$ cat src/sv/debounced_two_level_alarm_monitor_macros.svh
// Assertion macros shared by the alarm monitor RTL.
// Every check is sampled on the rising edge of clk and is switched off while rst is high.
`ifndef DEBOUNCED_TWO_LEVEL_ALARM_MONITOR_MACROS_SVH
`define DEBOUNCED_TWO_LEVEL_ALARM_MONITOR_MACROS_SVH

// This condition must hold at every clock edge.
`define DTLAM_ASSERT_ALWAYS(label, cond, msg) \
  label: assert property (@(posedge clk) disable iff (rst) (cond)) else $error(msg);

// When the antecedent holds, the consequent must hold in the same cycle.
`define DTLAM_ASSERT_IMPLIES(label, ante, cons, msg) \
  label: assert property (@(posedge clk) disable iff (rst) (ante) |-> (cons)) \
    else $error(msg);

// When the antecedent holds, the consequent must hold in the next cycle.
`define DTLAM_ASSERT_NEXT(label, ante, cons, msg) \
  label: assert property (@(posedge clk) disable iff (rst) (ante) |=> (cons)) \
    else $error(msg);

`endif

$ cat src/sv/dtlam_pkg.sv
// ----------------------------------------------------------------------------
// dtlam_pkg
// This package holds the types, widths and codes used by the alarm monitor.
// ----------------------------------------------------------------------------
`timescale 1ns / 1ps
`default_nettype none

package dtlam_pkg;

  // There are five alarms, numbered in the order of their bits in the result masks.
  localparam int unsigned NUM_ALARMS    = 5;
  localparam int unsigned ALARM_T_HIGH  = 0;
  localparam int unsigned ALARM_T_LOW   = 1;
  localparam int unsigned ALARM_H_LOW   = 2;
  localparam int unsigned ALARM_C_HIGH  = 3;
  localparam int unsigned ALARM_C_LOW   = 4;

  // Widths of the payload fields.
  localparam int unsigned TEMP_W   = 16;
  localparam int unsigned HUM_W    = 14;
  localparam int unsigned CO2_W    = 14;
  localparam int unsigned LIMIT_W  = 16;
  localparam int unsigned CNT_W    = 8;
  localparam int unsigned COUNT_W  = 3;

  // Configuration port.
  localparam int unsigned CFG_DATA_W = 32;
  localparam int unsigned CFG_IDX_W  = 3;

  // The debounce count after reset.
  localparam logic [CNT_W-1:0] DEBOUNCE_RESET = 8'd3;

  // Register indexes on the configuration port.
  typedef enum logic [CFG_IDX_W-1:0] {
    REG_TEMP_HIGH = 3'd0,
    REG_TEMP_LOW  = 3'd1,
    REG_HUM_LOW   = 3'd2,
    REG_CO2_HIGH  = 3'd3,
    REG_CO2_LOW   = 3'd4,
    REG_DEBOUNCE  = 3'd5
  } dtlam_reg_t;

  // Operation carried by an input word.
  typedef enum logic {
    MODE_SAMPLE  = 1'b0,
    MODE_ACK_ALL = 1'b1
  } dtlam_mode_t;

  // The zone a sample falls in for one alarm.
  typedef struct packed {
    logic beyond;   // past the warning or the critical limit
    logic crit;     // past the critical limit
  } dtlam_zone_t;

  // Control into one alarm lane.
  typedef struct packed {
    logic step;     // an input word is being processed this cycle
    logic ack_all;  // that word is an acknowledge-all command
  } dtlam_lane_ctrl_t;

  // The next state and the events of one alarm lane.
  typedef struct packed {
    logic active;
    logic critical;
    logic acked;
    logic raised;
    logic cleared;
  } dtlam_lane_status_t;

endpackage

`default_nettype wire

$ cat src/sv/dtlam_sample_if.sv
// ----------------------------------------------------------------------------
// dtlam_sample_if
// This is the input channel. Each word carries one sample or an acknowledge-all command.
// ----------------------------------------------------------------------------
`timescale 1ns / 1ps
`default_nettype none

interface dtlam_sample_if;
  import dtlam_pkg::*;

  logic                     valid;
  logic                     ready;
  logic                     mode;
  logic signed [TEMP_W-1:0] temperature;
  logic [HUM_W-1:0]         humidity;
  logic [CO2_W-1:0]         co2_level;

  modport source (output valid, mode, temperature, humidity, co2_level, input ready);
  modport sink   (input valid, mode, temperature, humidity, co2_level, output ready);
endinterface

`default_nettype wire

$ cat src/sv/dtlam_result_if.sv
// ----------------------------------------------------------------------------
// dtlam_result_if
// This is the result channel. Each word carries the alarm state after one input word.
// ----------------------------------------------------------------------------
`timescale 1ns / 1ps
`default_nettype none

interface dtlam_result_if;
  import dtlam_pkg::*;

  logic                  valid;
  logic                  ready;
  logic [NUM_ALARMS-1:0] active_mask;
  logic [NUM_ALARMS-1:0] critical_mask;
  logic [NUM_ALARMS-1:0] acknowledged_mask;
  logic [NUM_ALARMS-1:0] raised_mask;
  logic [NUM_ALARMS-1:0] cleared_mask;
  logic [COUNT_W-1:0]    active_count;
  logic                  any_critical;

  modport source (output valid, active_mask, critical_mask, acknowledged_mask, raised_mask,
                  cleared_mask, active_count, any_critical, input ready);
  modport sink   (input valid, active_mask, critical_mask, acknowledged_mask, raised_mask,
                  cleared_mask, active_count, any_critical, output ready);
endinterface

`default_nettype wire

$ cat src/sv/dtlam_alarm_lane.sv
// ----------------------------------------------------------------------------
// dtlam_alarm_lane
// This module holds the debounce counter and the active, severity and acknowledge
// flags of one alarm. It presents their next values and the raise and clear events.
// ----------------------------------------------------------------------------
`timescale 1ns / 1ps
`default_nettype none

module dtlam_alarm_lane (
  input  wire logic                          clk,
  input  wire logic                          rst,
  input  wire dtlam_pkg::dtlam_lane_ctrl_t   ctrl,
  input  wire dtlam_pkg::dtlam_zone_t        zone,
  input  wire logic [dtlam_pkg::CNT_W-1:0]   debounce_limit,
  output dtlam_pkg::dtlam_lane_status_t      status
);
  import dtlam_pkg::*;

  logic [CNT_W-1:0] counter;
  logic [CNT_W-1:0] counter_next;
  logic [CNT_W-1:0] counter_inc;
  logic             active;
  logic             critical;
  logic             acked;

  // The counter saturates at the debounce count. A counter already above the count is held.
  assign counter_inc = (counter < debounce_limit) ? counter + 1'b1 : counter;

  // Work out the next lane state for the current word.
  always_comb begin
    counter_next   = counter;
    status.active   = active;
    status.critical = critical;
    status.acked    = acked;
    status.raised   = 1'b0;
    status.cleared  = 1'b0;
    if (ctrl.ack_all) begin
      status.acked = acked | active;
    end else if (zone.beyond) begin
      counter_next = counter_inc;
      if ((counter_inc >= debounce_limit) && !active) begin
        status.active   = 1'b1;
        status.acked    = 1'b0;
        status.critical = zone.crit;
        status.raised   = 1'b1;
      end
    end else begin
      counter_next = '0;
      if (active) begin
        status.active   = 1'b0;
        status.critical = 1'b0;
        status.acked    = 1'b0;
        status.cleared  = 1'b1;
      end
    end
  end

  // Commit the new state when a word is processed.
  always_ff @(posedge clk) begin
    if (rst) begin
      counter  <= '0;
      active   <= 1'b0;
      critical <= 1'b0;
      acked    <= 1'b0;
    end else if (ctrl.step) begin
      counter  <= counter_next;
      active   <= status.active;
      critical <= status.critical;
      acked    <= status.acked;
    end
  end

endmodule

`default_nettype wire

$ cat src/sv/debounced_two_level_alarm_monitor.sv
// ----------------------------------------------------------------------------
// debounced_two_level_alarm_monitor
// This block checks temperature, humidity and CO2 samples against critical and warning
// limits, debounces each alarm and reports the alarm state.
// ----------------------------------------------------------------------------
// The block takes one word per clock cycle unless the result register is full and is not
// being taken; each word is either a sample or an acknowledge-all command. Every word gives
// exactly one result word. A word first lands in an input register. It then passes through
// the limit comparisons and the five alarm lanes into the result register, and the alarm
// state is committed in the same cycle. The output register takes a new result whenever it
// is empty or its word is being taken, so both sides can stream without gaps. The limit and
// debounce registers may only be written while no word is inside the block.
`timescale 1ns / 1ps
`default_nettype none

module debounced_two_level_alarm_monitor (
  input  wire logic                               clk,
  input  wire logic                               rst,
  dtlam_sample_if.sink                            sample,
  dtlam_result_if.source                          result,
  input  wire logic                               cfg_write_en,
  input  wire logic [dtlam_pkg::CFG_IDX_W-1:0]    cfg_index,
  input  wire logic [dtlam_pkg::CFG_DATA_W-1:0]   cfg_data
);
  import dtlam_pkg::*;

`include "debounced_two_level_alarm_monitor_macros.svh"

  // Configuration registers.
  logic [CFG_DATA_W-1:0] temp_high_limits;
  logic [CFG_DATA_W-1:0] temp_low_limits;
  logic [CFG_DATA_W-1:0] humidity_low_limits;
  logic [CFG_DATA_W-1:0] co2_high_limits;
  logic [CFG_DATA_W-1:0] co2_low_limits;
  logic [CNT_W-1:0]      debounce_limit;

  always_ff @(posedge clk) begin
    if (rst) begin
      temp_high_limits    <= '0;
      temp_low_limits     <= '0;
      humidity_low_limits <= '0;
      co2_high_limits     <= '0;
      co2_low_limits      <= '0;
      debounce_limit      <= DEBOUNCE_RESET;
    end else if (cfg_write_en) begin
      unique case (cfg_index)
        REG_TEMP_HIGH: temp_high_limits    <= cfg_data;
        REG_TEMP_LOW:  temp_low_limits     <= cfg_data;
        REG_HUM_LOW:   humidity_low_limits <= cfg_data;
        REG_CO2_HIGH:  co2_high_limits     <= cfg_data;
        REG_CO2_LOW:   co2_low_limits      <= cfg_data;
        REG_DEBOUNCE:  debounce_limit      <= cfg_data[CNT_W-1:0];
        default: ;
      endcase
    end
  end

  // Handshake. The input register advances when it is empty or the result register can load.
  logic s1_valid;
  logic s1_fire;
  logic out_can_load;

  assign out_can_load = !result.valid || result.ready;
  assign s1_fire      = s1_valid && out_can_load;
  assign sample.ready = !s1_valid || s1_fire;

  // Input register.
  logic                     s1_mode;
  logic signed [TEMP_W-1:0] s1_temperature;
  logic [HUM_W-1:0]         s1_humidity;
  logic [CO2_W-1:0]         s1_co2_level;

  always_ff @(posedge clk) begin
    if (rst) begin
      s1_valid <= 1'b0;
    end else if (sample.ready) begin
      s1_valid <= sample.valid;
    end
  end

  always_ff @(posedge clk) begin
    if (sample.valid && sample.ready) begin
      s1_mode        <= sample.mode;
      s1_temperature <= sample.temperature;
      s1_humidity    <= sample.humidity;
      s1_co2_level   <= sample.co2_level;
    end
  end

  // Limit comparisons. Temperature limits are signed, the others unsigned.
  logic [LIMIT_W-1:0]      hum_ext;
  logic [LIMIT_W-1:0]      co2_ext;
  dtlam_zone_t             zone [NUM_ALARMS];

  assign hum_ext = {{(LIMIT_W-HUM_W){1'b0}}, s1_humidity};
  assign co2_ext = {{(LIMIT_W-CO2_W){1'b0}}, s1_co2_level};

  always_comb begin
    zone[ALARM_T_HIGH].crit =
      s1_temperature > $signed(temp_high_limits[CFG_DATA_W-1:LIMIT_W]);
    zone[ALARM_T_HIGH].beyond = zone[ALARM_T_HIGH].crit ||
      (s1_temperature > $signed(temp_high_limits[LIMIT_W-1:0]));

    zone[ALARM_T_LOW].crit =
      s1_temperature < $signed(temp_low_limits[CFG_DATA_W-1:LIMIT_W]);
    zone[ALARM_T_LOW].beyond = zone[ALARM_T_LOW].crit ||
      (s1_temperature < $signed(temp_low_limits[LIMIT_W-1:0]));

    zone[ALARM_H_LOW].crit   = hum_ext < humidity_low_limits[CFG_DATA_W-1:LIMIT_W];
    zone[ALARM_H_LOW].beyond = zone[ALARM_H_LOW].crit ||
      (hum_ext < humidity_low_limits[LIMIT_W-1:0]);

    zone[ALARM_C_HIGH].crit   = co2_ext > co2_high_limits[CFG_DATA_W-1:LIMIT_W];
    zone[ALARM_C_HIGH].beyond = zone[ALARM_C_HIGH].crit ||
      (co2_ext > co2_high_limits[LIMIT_W-1:0]);

    zone[ALARM_C_LOW].crit   = co2_ext < co2_low_limits[CFG_DATA_W-1:LIMIT_W];
    zone[ALARM_C_LOW].beyond = zone[ALARM_C_LOW].crit ||
      (co2_ext < co2_low_limits[LIMIT_W-1:0]);
  end

  // The alarm lanes.
  dtlam_lane_ctrl_t   lane_ctrl;
  dtlam_lane_status_t lane_status [NUM_ALARMS];

  assign lane_ctrl.step    = s1_fire;
  assign lane_ctrl.ack_all = (s1_mode == MODE_ACK_ALL);

  for (genvar i = 0; i < NUM_ALARMS; i++) begin : g_lane
    dtlam_alarm_lane u_lane (
      .clk            (clk),
      .rst            (rst),
      .ctrl           (lane_ctrl),
      .zone           (zone[i]),
      .debounce_limit (debounce_limit),
      .status         (lane_status[i])
    );
  end

  // Gather the lane states into the result masks.
  logic [NUM_ALARMS-1:0] active_next;
  logic [NUM_ALARMS-1:0] crit_next;
  logic [NUM_ALARMS-1:0] ack_next;
  logic [NUM_ALARMS-1:0] raised_next;
  logic [NUM_ALARMS-1:0] cleared_next;
  logic [COUNT_W-1:0]    count_next;

  always_comb begin
    count_next = '0;
    for (int i = 0; i < NUM_ALARMS; i++) begin
      active_next[i]  = lane_status[i].active;
      crit_next[i]    = lane_status[i].critical & lane_status[i].active;
      ack_next[i]     = lane_status[i].acked & lane_status[i].active;
      raised_next[i]  = lane_status[i].raised;
      cleared_next[i] = lane_status[i].cleared;
      count_next      = count_next + {{(COUNT_W-1){1'b0}}, lane_status[i].active};
    end
  end

  // Result register.
  always_ff @(posedge clk) begin
    if (rst) begin
      result.valid <= 1'b0;
    end else if (out_can_load) begin
      result.valid <= s1_valid;
    end
  end

  always_ff @(posedge clk) begin
    if (s1_fire) begin
      result.active_mask       <= active_next;
      result.critical_mask     <= crit_next;
      result.acknowledged_mask <= ack_next;
      result.raised_mask       <= raised_next;
      result.cleared_mask      <= cleared_next;
      result.active_count      <= count_next;
      result.any_critical      <= |crit_next;
    end
  end

  // Checks on the result word and on the acknowledge path.
  `DTLAM_ASSERT_IMPLIES(a_crit_in_active, result.valid, (result.critical_mask & ~result.active_mask) == '0, "critical alarm is not active")
  `DTLAM_ASSERT_IMPLIES(a_events_consistent, result.valid, ((result.raised_mask & ~result.active_mask) == '0) && ((result.cleared_mask & result.active_mask) == '0), "raise or clear event disagrees with the active mask")
  `DTLAM_ASSERT_IMPLIES(a_count_matches, result.valid, (result.active_count == COUNT_W'($countones(result.active_mask))) && (result.any_critical == (result.critical_mask != '0)), "active count or any_critical is inconsistent")
  `DTLAM_ASSERT_NEXT(a_ack_all_result, s1_fire && (s1_mode == MODE_ACK_ALL), (result.acknowledged_mask == result.active_mask) && (result.raised_mask == '0) && (result.cleared_mask == '0), "acknowledge-all word gave a wrong result")

endmodule

`default_nettype wire

$ cat src/flat_wrapper.sv
// flat-port wrapper written by rule: the top's interface ports become plain ports
module debounced_two_level_alarm_monitor_flat import dtlam_pkg::*;
  (clk, rst, cfg_write_en, cfg_index, cfg_data, sample_valid, sample_mode, sample_temperature, sample_humidity, sample_co2_level, sample_ready, result_valid, result_active_mask, result_critical_mask, result_acknowledged_mask, result_raised_mask, result_cleared_mask, result_active_count, result_any_critical, result_ready);
  dtlam_sample_if sample_i ();
  dtlam_result_if result_i ();
  input  wire logic clk;
  input  wire logic rst;
  input  wire logic cfg_write_en;
  input  wire logic [dtlam_pkg::CFG_IDX_W-1:0] cfg_index;
  input  wire logic [dtlam_pkg::CFG_DATA_W-1:0] cfg_data;
  input wire logic [$bits(sample_i.valid)-1:0] sample_valid;
  input wire logic [$bits(sample_i.mode)-1:0] sample_mode;
  input wire logic [$bits(sample_i.temperature)-1:0] sample_temperature;
  input wire logic [$bits(sample_i.humidity)-1:0] sample_humidity;
  input wire logic [$bits(sample_i.co2_level)-1:0] sample_co2_level;
  output wire logic [$bits(sample_i.ready)-1:0] sample_ready;
  output wire logic [$bits(result_i.valid)-1:0] result_valid;
  output wire logic [$bits(result_i.active_mask)-1:0] result_active_mask;
  output wire logic [$bits(result_i.critical_mask)-1:0] result_critical_mask;
  output wire logic [$bits(result_i.acknowledged_mask)-1:0] result_acknowledged_mask;
  output wire logic [$bits(result_i.raised_mask)-1:0] result_raised_mask;
  output wire logic [$bits(result_i.cleared_mask)-1:0] result_cleared_mask;
  output wire logic [$bits(result_i.active_count)-1:0] result_active_count;
  output wire logic [$bits(result_i.any_critical)-1:0] result_any_critical;
  input wire logic [$bits(result_i.ready)-1:0] result_ready;
  assign sample_i.valid = sample_valid;
  assign sample_i.mode = sample_mode;
  assign sample_i.temperature = sample_temperature;
  assign sample_i.humidity = sample_humidity;
  assign sample_i.co2_level = sample_co2_level;
  assign sample_ready = sample_i.ready;
  assign result_valid = result_i.valid;
  assign result_active_mask = result_i.active_mask;
  assign result_critical_mask = result_i.critical_mask;
  assign result_acknowledged_mask = result_i.acknowledged_mask;
  assign result_raised_mask = result_i.raised_mask;
  assign result_cleared_mask = result_i.cleared_mask;
  assign result_active_count = result_i.active_count;
  assign result_any_critical = result_i.any_critical;
  assign result_i.ready = result_ready;
  debounced_two_level_alarm_monitor u_core (.clk(clk), .rst(rst), .sample(sample_i), .result(result_i), .cfg_write_en(cfg_write_en), .cfg_index(cfg_index), .cfg_data(cfg_data));
endmodule
$ cat config.mk
export PLATFORM = sky130hd
export DESIGN_NAME = debounced_two_level_alarm_monitor_flat
export DESIGN_NICKNAME = d
export VERILOG_FILES = /design/src/sv/dtlam_pkg.sv /design/src/sv/dtlam_sample_if.sv /design/src/sv/dtlam_result_if.sv /design/src/sv/dtlam_alarm_lane.sv /design/src/sv/debounced_two_level_alarm_monitor.sv /design/src/flat_wrapper.sv
export VERILOG_INCLUDE_DIRS = /design/src /design/src/sv
export SDC_FILE = /design/constraint.sdc
export NUM_CORES = 1
export LEC_CHECK = 0
export BUFFER_PORTS_ARGS = -buffer_cell sky130_fd_sc_hd__buf_2
export CAP_MARGIN = 40
export CORE_MARGIN = 5
export CORE_UTILIZATION = 40
export DETAILED_ROUTE_END_ITERATION = 6
export PLACE_DENSITY = 0.68
export SYNTH_ARGS = -nofsm -noshare
export SYNTH_HDL_FRONTEND = slang
export SYNTH_SLANG_ARGS = --single-unit
$ cat constraint.sdc
create_clock -name clk -period 7.7 [get_ports clk]
set_clock_uncertainty 0.05 [all_clocks]
set_input_delay 1.54 -clock clk [delete_from_list [all_inputs] [get_ports clk]]
set_output_delay 1.54 -clock clk [all_outputs]
set_load 0.05 [all_outputs]
======== Word-level counts from Yosys, hierarchy flattened ========
Cells that the tools add are included.
operators by class
  $add $sub $neg .......................... 9
  $lt $le $gt $ge ......................... 20
  equality and inequality tests ........... 5
  multiplexer cells ....................... 40
  bitwise logic cells ..................... 21
  reductions and logical operators ........ 40
operators with widths
  operator             count
  $mux 8               10
  $lt 14x16->1         4
  $add 8x1->8 const B  5
  $ge 8x8->1           5
  $lt 8x8->1           5
  $gt 14x16->1         2
  $gt 16x16->1         2
  $lt 16x16->1         2
  $mux 2               10
  $mux 4               5
  $reduce_or 2->1      10
  $mux 3               5
  $reduce_and 2->1     7
  $and 1x1->1          10
  $mux 1               10
  $add 3x1->3          3
  $logic_and 1x1->1    7
  $logic_not 1->1      7
  $logic_or 1x1->1     7
  $eq 3x2->1 const B   2
  $eq 3x3->1 const B   2
  $not 1->1            6
  $or 1x1->1           5
  $reduce_or 5->1      1
  3 further kinds      3
storage, ports and cells
  bits in registers ....................... 299
  input bits .............................. 85
  output and inout bits ................... 31
  word-level logic and storage cells ...... 182

======== Depth between registers and ports, before layout ========
Gate-level depths: netlist (run 1).
  depth after elaboration ................. 11
  gate-level depth with buffers ........... 21

======== Modules after synthesis ========
A second synthesis (run 1) with hierarchy kept.
unflattened totals
  cell total of the unflattened synthesis .. 2,109
  area, all modules ....................... 17,604.4 µm²
by module, submodules not included
  module                             instances  cells each  area each (µm²)  sequential area each (µm²)
  debounced_two_level_alarm_monitor  1          1,354       11,823.8         5,625.4
  dtlam_alarm_lane                   5          151         1,156.1          220.2

======== Least setup slack after synthesis (run 1) ========
Ideal clock, no wire load.
  path type ............................... register -> register
  start point ............................. reg u_core.debounce_limit[1]
  end point ............................... reg u_core.result.active_count[1] in the netlist's numbering, data pin
  library setup time ...................... 269 ps
  arrival ................................. 4,860 ps
  path slack .............................. 2,521 ps
  cell stages (with the launch flop) ...... 22
  clock period less this slack ............ 5,179 ps
  cells stage by stage .................... dfxtp_1 > inv_1 > ha_1 > a21o_1 > a211o_1 > a21oi_4 > and4_1 > a31oi_1 > or2_2 > ha_1 > a2111o_1 > a31oi_1 > o21ai_0 > o21ai_0 > nor2_1 > o22a_1 > ha_1 > inv_1 > fa_1 > inv_1 > ha_1 > fa_1
on the way
  cells in the longest elaborated chain, start to end .. 11
  elaborated cells on any way between the ends .. 39
ends and longest elaborated chain
  what                           line                                      RTL
  start: declaration             debounced_two_level_alarm_monitor.sv:35   logic [CNT_W-1:0] debounce_limit;
  start signal: assignment       debounced_two_level_alarm_monitor.sv:52   REG_DEBOUNCE: debounce_limit <= cfg_data[CNT_W-1:0];
  $lt 8x8->1                     dtlam_alarm_lane.sv:27                    assign counter_inc = (counter < debounce_limit) ? counter + 1'b1 : counter;
  $mux 8                         dtlam_alarm_lane.sv:27
  $ge 8x8->1 (*)                 dtlam_alarm_lane.sv:41                    if ((counter_inc >= debounce_limit) && !active) begin
  $logic_and 1x1->1 (*)          dtlam_alarm_lane.sv:41
  $mux 4 (*)                     dtlam_alarm_lane.sv:41
  $mux 3 (*)                     dtlam_alarm_lane.sv:39                    end else if (zone.beyond) begin
  $mux 2 (*)                     dtlam_alarm_lane.sv:37                    if (ctrl.ack_all) begin
  via u_core.active_next[1]      debounced_two_level_alarm_monitor.sv:141  logic [NUM_ALARMS-1:0] active_next;
  $add 1x1->2 (*)                debounced_two_level_alarm_monitor.sv:156  count_next = count_next + {{(COUNT_W-1){1'b0}}, lane_status[i].active};
  $add 3x1->3 (*) (3 in series)  debounced_two_level_alarm_monitor.sv:156
  via u_core.count_next[1]       debounced_two_level_alarm_monitor.sv:146  logic [COUNT_W-1:0] count_next;
  end signal: assignment         debounced_two_level_alarm_monitor.sv:176  result.active_count <= count_next;
  end: declaration               dtlam_result_if.sv:22                     cleared_mask, active_count, any_critical, input ready);
The timed path passes the listed nets; every way through them passes the cells marked *.
A chain may end at the register's enable or synchronous reset.

======== Worst setup path after layout (run 1) ========
  start point ............................. reg u_core.debounce_limit[5]
  end point ............................... reg u_core.result.active_count[1] in the netlist's numbering, data pin
Same word-level chain as after synthesis.

==> impl_metrics.csv, run 1 <==
group,metric,value,unit
detailed_routing,wl,47400,µm
timing,worst_slew_pin_slew,1070,ps
placement,place_hpwl,33700,µm
grt,grt_pass1_wl,75000,µm
floorplan,die-width,215,µm
detailed_routing,ant_nets,0,
synth,ys.flop_type,"dfxtp_1",
flow_run,drv_cap,0,
power,power.internal,2.88,mW
timing,post-route-period-util,79.3,%
grt,met3_usage,3.85,%
cells_and_area,drive_above_1_share,10.4,%
placement,io_buffers,115,
floorplan,initial_core_util,40.3,%
detailed_routing,drt-wirelength-per-cell,17.9,µm
worst_setup_path,critPathCapture,"u_core.result.active_count[1]",
floorplan,ioPinCount,116,
grt,use_met1,25.5,%
worst_setup_path,rr_startpoint,"u_core.debounce_limit[5]",
synth,synth_seq_cells,299,
synth,synth.area.top_cells,"dfxtp_1 (27%), ha_1 (17%), edfxtp_1 (13%)",
clocking,cts_num_sinks,299,
timing,hold_viol_final,0,
floorplan,core.rowCount,75,
grt,gr-max-usage-layer,"met2",
floorplan,coreArea,41900,µm²
synth,synth.most_common_cell,"nand2_1",
grt,grt_pass1_vias,14269,
clocking,clockBufferDepth,3,
timing,fmax,164,MHz
grt,antenna_found_initial,2,
cells_and_area,n_antenna_cell,0,
cells_and_area,post-route-util,45.9,%
worst_setup_path,r2r-end,"u_core.result.active_count[1]",
clocking,cts_htree_levels,2,
grt,grtUsageMet2,33.3,%
grt,grtUsageTotal,20.0,%
power,seqPwrFrac,43.5,%
synth,ys_warn_count,0,
run_status,status,"completed",
synth,ys_seq_area_share,39.9,%
clocking,cts_buffers,36,
clocking,path_clk_slew,60,ps
synth,synth-edff-count,74,
worst_setup_path,critPathCaptureType,"flip-flop",
worst_setup_path,crit_start,"u_core.debounce_limit[5]",
timing,fin_crit,6110,ps
worst_setup_path,reg2reg_depth,20,
detailed_routing,via_per_inst,5.45,
clocking,cts-root-buf,"clkbuf_16",
clocking,post_cts_buffers,0,
power,combPwrFrac,10.6,%
cells_and_area,final_nets,2391,
cells_and_area,syn_to_final_growth,13.9,%
grt,grt-ovfl-total,0,
timing,maxSlewViolCount,0,
power,power_frac_clock,45.8,%
clocking,ctsResizeCount,0,
worst_setup_path,arrival,6340,ps
timing,max-slew-margin-rel,27.8,%
synth,synthTopCellsByCount,"nand2_1 (428), a21oi_1 (256), dfxtp_1 (225)",
synth,syn-num-nets,2311,
worst_setup_path,critPathRequiredTime,7940,ps
power,swShare,26.0,%
floorplan,die-area,46400,µm²
worst_setup_path,worst-path-max-fanout,10,
synth,avgSynthCellArea,8.44,µm²
worst_setup_path,crit_type,"reg2reg",
clocking,cts_tree,"built",
clocking,hold_buffers,0,
timing,rsz0062_at_grt,"no",
timing,setup_tns,0,ps
synth,synth_top_area_share,26.7,%
detailed_routing,first_pass_iters,6,
detailed_routing,drc_errors,0,
synth,synthesis.area,16900,µm²
floorplan,fp.dieH,215,µm
worst_setup_path,cp-start-kind,"flip-flop",
synth,synth_area_leader_cell,"dfxtp_1",
power,ir_worst_vdd,0.184,mV
timing,finalSetupViolCount,0,
power,powerDensity,203,nW/µm²
synth,postSynthCellCount,2000,
hold_path,holdCritPathClass,"reg2reg",
synth,synth-async-reset-ratio,0,%
clocking,insertion_delay,560,ps
worst_setup_path,rrSetupSlack,1590,ps
placement,gp_congestion,0.901,
detailed_routing,vias,14422,
power,leakagePower,7.33,nW
grt,grt_max_degree,86,
detailed_routing,drt_iter0_drc,863,
synth,synth_cell_types,75,
power,p_sw,1.01,mW
state kept, by name, indices dropped and copies added (netlist names), 14 cells and up:
signal and flops:
u_core.humidity_low_limits 32, u_core.s1_temperature 16, u_core.temp_high_limits 32, u_core.s1_humidity 14
u_core.s1_co2_level 14, u_core.co2_high_limits 32, u_core.temp_low_limits 32, u_core.g_lane.u_lane.counter 40
u_core.co2_low_limits 32
cell families (layout without fill, tap and decap cells):
kind of cell	count (synthesis)	after routing	share of synthesized area, %
and+or+nand+nor	701	701	18.6
buffers and inverters	269	376	6.07
xor gates and xnor gates	34	34	1.76
AOI/OAI and AO/OA	462	462	16.2
muxes	9	9	0.578
DFF	299	299	39.9
adders and majority gates	226	226	16.8
power by group through the flow:
stage / Clock, mW / Sequential (mW) / Combinational (mW)
2_1_floorplan: 0 / 1.74 / 0.237
5_1_grt: 1.90 / 1.70 / 0.462
3_5_place_dp: 0 / 1.73 / 0.410
6_report: 1.79 / 1.70 / 0.414
3_3_place_gp: 0 / 1.73 / 0.392
4_1_cts: 1.84 / 1.70 / 0.413
per-layer routing:
layer	vias up	share of wire (%)
li1	7093	-
met1	6759	43
met2	454	46
met3	112	6.8
met4	4	4.2
met5	-	0.049
how the worst min path moves through the flow:
stage	startpoint	endpoint	slack, ps	cells past startpoint
6_report	u_core.co2_low_limits[11]	u_core.co2_low_limits[11]	400	2
5_1_grt	u_core.temp_high_limits[8]	u_core.temp_high_limits[8]	420	2
4_1_cts	u_core.humidity_low_limits[0]	u_core.humidity_low_limits[0]	400	2
3_5_place_dp	u_core.humidity_low_limits[0]	u_core.humidity_low_limits[0]	390	2
3_3_place_gp	u_core.co2_high_limits[12]	u_core.co2_high_limits[12]	390	2
2_1_floorplan	u_core.humidity_low_limits[0]	u_core.humidity_low_limits[0]	380	2
through the flow:
| step | setup slack (ps) | power, mW | hold slack, ps | std cells | cell area (µm²) |
|---|---|---|---|---|---|
| finish | 1590 | 3.90 | 404 | 2646 | 19200 |
| global route | 1270 | 4.06 | 418 | 2646 | 19200 |
| CTS | 1670 | 3.94 | 403 | 2646 | 19200 |
| detailed placement | 1660 | 2.14 | 395 | 2581 | 18000 |
| global placement | 1920 | 2.12 | 392 | 2576 | 17900 |
| floorplan | 2520 | 1.98 | 382 | 2000 | 16900 |
layout by cell type, fill, tap and decap left out, drive strengths merged, types with 8 or more instances in the layout:
cell    Yosys  layout
xnor2      27      27
o211ai      8       8
nor4        8       8
buf        10     138
a21o       23      23
a31oi      25      25
and3       12      12
ha        224     224
nand2     428     428
inv       173     176
a21oi     257     257
a22oi       9       9
nor2b      15      15
o21a       10      10
nand2b     21      21
o21ai      53      53
a211oi     16      16
nand3      49      49
nand4      29      29
o31ai       8       8
clkinv      0       9
edfxtp     74      74
nor3       24      24
dfxtp     225     225
nor2       68      68
clkbuf     86      47
layout make-up:
type | instances | area, µm²
Inverter | 173 | 649
Timing Repair Buffer | 138 | 783
Clock inverter | 18 | 253
Clock buffer | 47 | 993
Sequential cell | 299 | 6730
Fill cell | 4063 | 22600
Multi-Input combinational cell | 1432 | 9140
Tap cell | 539 | 674
critical path, stage by stage, from the launching register on:
cell and delay (ps):
dfxtp_1 310, inv_1 390, ha_1 350, a2111oi_0 640
nand2b_1 120, o21ai_1 460, and4_1 370, and3_1 230
xor2_1 170, ha_1 260, o21ai_0 160, o221ai_1 150
a21oi_1 380, nor2_1 70, o22a_1 210, ha_1 280
inv_1 50, fa_1 470, inv_1 40, ha_1 210
fa_1 450
Note: power is estimated with default switching activity, not from simulation.
==> run 2: changes to the inputs <==
==> constraint.sdc (replaced) <==
create_clock -name clk -period 6 [get_ports clk]
set_clock_uncertainty 0.05 [all_clocks]
set_input_delay 1.2 -clock clk [delete_from_list [all_inputs] [get_ports clk]]
set_output_delay 1.2 -clock clk [all_outputs]
set_load 0.05 [all_outputs]
==> run 2 against run 1 <==
Net effect: non-clock buffer count increased by 15; worst setup slack got worse by 1100 ps; final cell count increased by 0.45%; maximum frequency increased by 11%; clock-buffer cell count decreased by 2; combinational power increased by 31%; sequential power increased by 28%.
==> impl_metrics.csv, run 2 (synthesis results as in run 1) <==
group,metric,value,unit
grt,grt_max_degree,89,
hold_path,hold_depth,2,
worst_setup_path,critical_path.top_delay_family,"adder cells",
grt,grt_pass1_wl,74600,µm
run_status,status,"completed",
grt,grt-ovfl-total,0,
detailed_routing,wl_met1,20300,µm
worst_setup_path,worst-path-buf-inv,3,
detailed_routing,drc_errors,0,
hold_path,holdCritPathClass,"reg2reg",
clocking,clockBufferDepth,3,
worst_setup_path,cp-start-kind,"flip-flop",
floorplan,coreArea,41900,µm²
clocking,cts-root-buf,"clkbuf_16",
worst_setup_path,arrival,5730,ps
timing,worst_slew_pin_slew,822,ps
cells_and_area,syn_to_final_growth,14.3,%
detailed_routing,drt_iter0_drc,965,
cells_and_area,nFillCells,4058,
timing,finalSetupViolCount,0,
placement,gp_congestion,0.885,
worst_setup_path,crit_cells,21,
cells_and_area,final_common_cell,"nand2_1",
grt,grt_pass1_vias,14221,
floorplan,die-width,215,µm
cells_and_area,layout_common_cells,"nand2_1 (427), a21oi_1 (256), dfxtp_1 (225), ha_1 (224), inv_1 (173)",
power,power_frac_clock,45.0,%
timing,setup_ws,474,ps
worst_setup_path,critical_path.most_common_cell,"ha_1",
floorplan,die-area,46400,µm²
detailed_routing,dr_wl_met2,22000,µm
floorplan,initial_core_util,40.3,%
timing,max-slew-margin-rel,45.2,%
clocking,cts_buffers,35,
timing,maxSlewViolCount,0,
flow_run,drv_cap,0,
clocking,path_clk_slew,60,ps
detailed_routing,wl,46800,µm
power,ir_worst_vdd,0.216,mV
detailed_routing,via_per_inst,5.43,
floorplan,ioPinCount,116,
cells_and_area,final_nets,2405,
cells_and_area,finalInstanceArea,19300,µm²
detailed_routing,vias,14425,
clocking,cts_htree_levels,2,
detailed_routing,top_layer,"met5",
clocking,hold_buffers,0,
power,p_sw,1.27,mW
worst_setup_path,crit_chain,"inv_1 > ha_1 > a21oi_1 > o21ai_0 > a21oi_4 > and4_1 > a31oi_1 > or2_2 > ha_1 > a2111o_1 > a31oi_1 > o21ai_0 > o21ai_0 > nor2_1 > o22a_1 > ha_1 > inv_1 > fa_1 > inv_1 > ha_1 > fa_1",
floorplan,core.rowCount,75,
worst_setup_path,critPathCaptureType,"flip-flop",
floorplan,fp.dieH,215,µm
power,power.internal,3.66,mW
cells_and_area,regMostFlops,"u_core.g_lane.u_lane.counter",
cells_and_area,n_antenna_cell,0,
detailed_routing,first_pass_iters,6,
timing,fin_crit,5530,ps
detailed_routing,drt-wirelength-per-cell,17.6,µm
placement,dp_slack,406,ps
power,powerDensity,256,nW/µm²
cells_and_area,largest_register_ffs,40,
placement,place_hpwl,33600,µm
worst_setup_path,critPathRequiredTime,6210,ps
clocking,insertion_delay,530,ps
detailed_routing,routed-wl-met3,2770,µm
worst_setup_path,critPathSlowestCell,"fa_1",
worst_setup_path,worst-path-max-fanout,9,
clocking,cts_tree,"built",
worst_setup_path,crit_type,"reg2reg",
grt,grtUsageTotal,19.7,%
worst_setup_path,reg2reg_depth,21,
power,swShare,25.8,%
clocking,cts_num_sinks,299,
worst_setup_path,cpPeakStageDelay,470,ps
timing,hold_viol_final,0,
timing,rsz0062_at_grt,"no",
timing,post-route-period-util,92.1,%
power,seqPwrFrac,44.0,%
cells_and_area,drive_above_1_share,10.9,%
power,combPwrFrac,10.9,%
grt,antenna_found_initial,1,
detailed_routing,ant_nets,0,
placement,placed_area,18100,µm²
timing,fmax,181,MHz
placement,io_buffers,115,
power,leakagePower,7.38,nW
timing,setup_tns,0,ps
run 2: cell count changes in the layout (fill, tap and decap cells not counted), sizes merged:
cell      before  now
bufinv         5    6
clkinvlp       1    0
clkinv         9   10
buf          138  153
inv          176  174
clkbuf        47   45
run 2: per-stage QoR:
stage	util [%]	power, mW	std cells	hold WS, ps
5_1_grt	46.1	5.13	2658	419
2_1_floorplan	-	2.54	2000	382
6_report	46.1	4.94	2658	400
3_5_place_dp	43.2	2.75	2596	394
4_1_cts	46.0	4.98	2658	402
3_3_place_gp	43.1	2.73	2592	390
run 2: worst paths after layout:
check	from	to	slack [ps]
worst max-delay path	u_core.debounce_limit[5]	u_core.result.active_count[1]	470
worst min-delay path	u_core.humidity_low_limits[0]	u_core.humidity_low_limits[0]	400
worst max register to register	u_core.debounce_limit[5]	u_core.result.active_count[1]	470
worst min register to register	u_core.humidity_low_limits[0]	u_core.humidity_low_limits[0]	400
run 2: final cells by class:
class                           count  area, µm²  area share, %
Multi-Input combinational cell   1432       9140           47.4
Inverter                          173        649           3.37
Timing Repair Buffer              153        905           4.69
Sequential cell                   299       6730           34.9
Clock buffer                       45        923           4.79
Tap cell                          539        674           3.50
Clock inverter                     17        256           1.33
run 2: metal layers:
layer / vias up / track usage, %
li1: 7131 / -
met1: 6791 / 25.0
met2: 398 / 33.7
met3: 103 / 3.21
met4: 2 / 7.21
met5: - / 0
run 2: power groups by stage:
stage / logic (mW) / clock network, mW / registers, mW
finish: 0.541 / 2.22 / 2.17
global route: 0.604 / 2.35 / 2.18
CTS: 0.541 / 2.27 / 2.17
detailed placement: 0.537 / 0 / 2.22
global placement: 0.516 / 0 / 2.22
floorplan: 0.304 / 0 / 2.23
run 2: what timing repair did:
action,in CTS,in global routing
endpoints found under the hold margin,0,0
buffers inserted,0,0
gates resized for setup,0,2
endpoints found under the setup margin,0,2
run 2: tightest hold or removal path: cells and delay by family (launching register included):
kind,cells,cell delay (ps)
flip-flops,1,300
AO/OA/AOI/OAI,1,50
AND/OR/NAND/NOR,1,50
==> run 3: changes to the inputs <==
==> constraint.sdc (replaced) <==
create_clock -name clk -period 6.41 [get_ports clk]
set_clock_uncertainty 0.05 [all_clocks]
set_input_delay 1.282 -clock clk [delete_from_list [all_inputs] [get_ports clk]]
set_output_delay 1.282 -clock clk [all_outputs]
set_load 0.05 [all_outputs]
==> run 3 against run 2 <==
Net effect: clock power decreased by 11%; sequential share of layout area is 0.18 points higher; first-iteration DRC count increased by 9.7%; final cell count shrank 0.15%; clock-buffer cell count increased by 11; core utilization is 0.24 points lower; routed wire length increased by 1.3%; non-clock buffer count down 7; via count increased by 0.65%.
==> impl_metrics.csv, run 3 (synthesis results as in run 1) <==
group,metric,value,unit
run_status,status,"completed",
clocking,insertion_delay,550,ps
detailed_routing,via_per_inst,5.47,
placement,dp_slack,792,ps
power,leakagePower,7.33,nW
power,seqPwrFrac,45.2,%
worst_setup_path,cp-start-kind,"flip-flop",
timing,max-slew-margin-rel,37.7,%
grt,use_met1,25.5,%
worst_setup_path,worst-path-max-fanout,10,
cells_and_area,nFillCells,4022,
worst_setup_path,critPathSlowestCell,"fa_1",
timing,post-route-period-util,88.6,%
grt,grt_pass1_vias,14151,
flow_run,drv_cap,0,
floorplan,initial_core_util,40.3,%
cells_and_area,finalInstanceArea,19200,µm²
floorplan,die-width,215,µm
worst_setup_path,cpPeakStageDelay,470,ps
timing,fin_crit,5680,ps
timing,maxSlewViolCount,0,
timing,hold_slack,402,ps
floorplan,coreArea,41900,µm²
cells_and_area,post-route-util,45.8,%
clocking,cts_num_sinks,299,
timing,setup_tns,0,ps
worst_setup_path,critical_path.top_delay_family,"adder cells",
clocking,cts_htree_levels,2,
floorplan,ioPinCount,116,
power,p_sw,1.20,mW
grt,met3_usage,3.28,%
timing,worst_slew_pin_slew,934,ps
grt,grtUsageMet2,32.9,%
cells_and_area,final_nets,2399,
hold_path,hold_depth,2,
detailed_routing,drt_iter0_drc,1059,
worst_setup_path,crit_type,"reg2reg",
clocking,ctsResizeCount,0,
clocking,cts-root-buf,"clkbuf_16",
detailed_routing,drc_errors,0,
worst_setup_path,critPathRequiredTime,6640,ps
timing,finalSetupViolCount,0,
floorplan,die-area,46400,µm²
worst_setup_path,worst-path-buf-inv,3,
clocking,hold_buffers,0,
detailed_routing,ant_nets,0,
cells_and_area,layout_common_cells,"nand2_1 (427), a21oi_1 (256), dfxtp_1 (225), ha_1 (224), inv_1 (173)",
timing,setup_ws,732,ps
detailed_routing,drt-wirelength-per-cell,17.9,µm
worst_setup_path,reg2reg_depth,21,
timing,fmax,176,MHz
worst_setup_path,critical_path.most_common_cell,"ha_1",
grt,antenna_found_initial,3,
power,powerDensity,235,nW/µm²
cells_and_area,largest_register_ffs,40,
detailed_routing,first_pass_iters,5,
grt,grt_max_degree,194,
power,ir_worst_vdd,0.180,mV
hold_path,holdCritPathClass,"reg2reg",
placement,io_buffers,115,
placement,place_hpwl,33700,µm
grt,grt-ovfl-total,0,
placement,gp_congestion,0.891,
cells_and_area,syn_to_final_growth,13.7,%
power,swShare,26.5,%
worst_setup_path,crit_chain,"inv_1 > ha_1 > a21oi_1 > o21ai_0 > a21oi_4 > and4_1 > a31oi_1 > or2_2 > ha_1 > a2111o_1 > a31oi_1 > o21ai_0 > o21ai_0 > nor2_1 > o22a_1 > ha_1 > inv_1 > fa_1 > inv_1 > ha_1 > fa_1",
cells_and_area,regMostFlops,"u_core.g_lane.u_lane.counter",
floorplan,fp.dieH,215,µm
cells_and_area,multiInputGateArea,9140,µm²
timing,hold_viol_final,0,
clocking,path_clk_slew,50,ps
power,power_frac_clock,43.6,%
cells_and_area,final_common_cell,"nand2_1",
power,power.internal,3.31,mW
power,combPwrFrac,11.2,%
grt,grt_pass1_wl,74600,µm
detailed_routing,wl,47400,µm
cells_and_area,ff_latch_area,6730,µm²
clocking,cts_buffers,36,
clocking,clockBufferDepth,3,
floorplan,core.rowCount,75,
grt,gr-max-usage-layer,"met2",
worst_setup_path,crit_cells,21,
worst_setup_path,critPathCaptureType,"flip-flop",
placement,placed_area,18000,µm²
timing,rsz0062_at_grt,"no",
clocking,cts_tree,"built",
cells_and_area,n_antenna_cell,0,
grt,grtUsageTotal,19.9,%
detailed_routing,vias,14519,
clocking,post_cts_buffers,0,
cells_and_area,drive_above_1_share,10.7,%
worst_setup_path,arrival,5900,ps
worst_setup_path,rrSetupSlack,730,ps
-- run 3: power by group through the flow --
stage          Sequential [mW]  Combinational [mW]  Clock, mW
5_1_grt                   2.04               0.560       2.10
2_1_floorplan             2.09               0.285          0
3_3_place_gp              2.08               0.479          0
3_5_place_dp              2.08               0.499          0
4_1_cts                   2.04               0.502       2.02
6_report                  2.04               0.503       1.97
-- run 3: area by class of cell --
cell class	count	area share [%]
tap	539	3.52
sequential	299	35.1
clock inverter	9	0.333
inverter	173	3.39
clock buffer	56	5.56
multi-input combinational	1432	47.6
timing repair buffer	146	4.48
-- run 3: per-stage QoR --
stage | instances | power (mW)
finish | 2654 | 4.50
global route | 2654 | 4.70
CTS | 2654 | 4.55
detailed placement | 2589 | 2.58
global placement | 2585 | 2.55
floorplan | 2000 | 2.37
-- run 3: worst paths after layout --
kind | from | to
worst min register to register | u_core.temp_high_limits[7] | u_core.temp_high_limits[7]
worst max register to register | u_core.debounce_limit[5] | u_core.result.active_count[1]
worst max-delay path | u_core.debounce_limit[5] | u_core.result.active_count[1]
worst min-delay path | u_core.temp_high_limits[7] | u_core.temp_high_limits[7]
-- run 3: per-layer routing --
layer,vias to the layer above,part of all wire [%]
li1,7125,-
met1,6862,43
met2,403,47
met3,125,5.7
met4,4,4.4
met5,-,0.040
-- run 3: tightest hold or removal path: cells and delay by family (launching register included) --
kind	cells	cell delay, ps
AO/OA/AOI/OAI	1	50
AND/OR/NAND/NOR	1	50
flip-flops	1	300
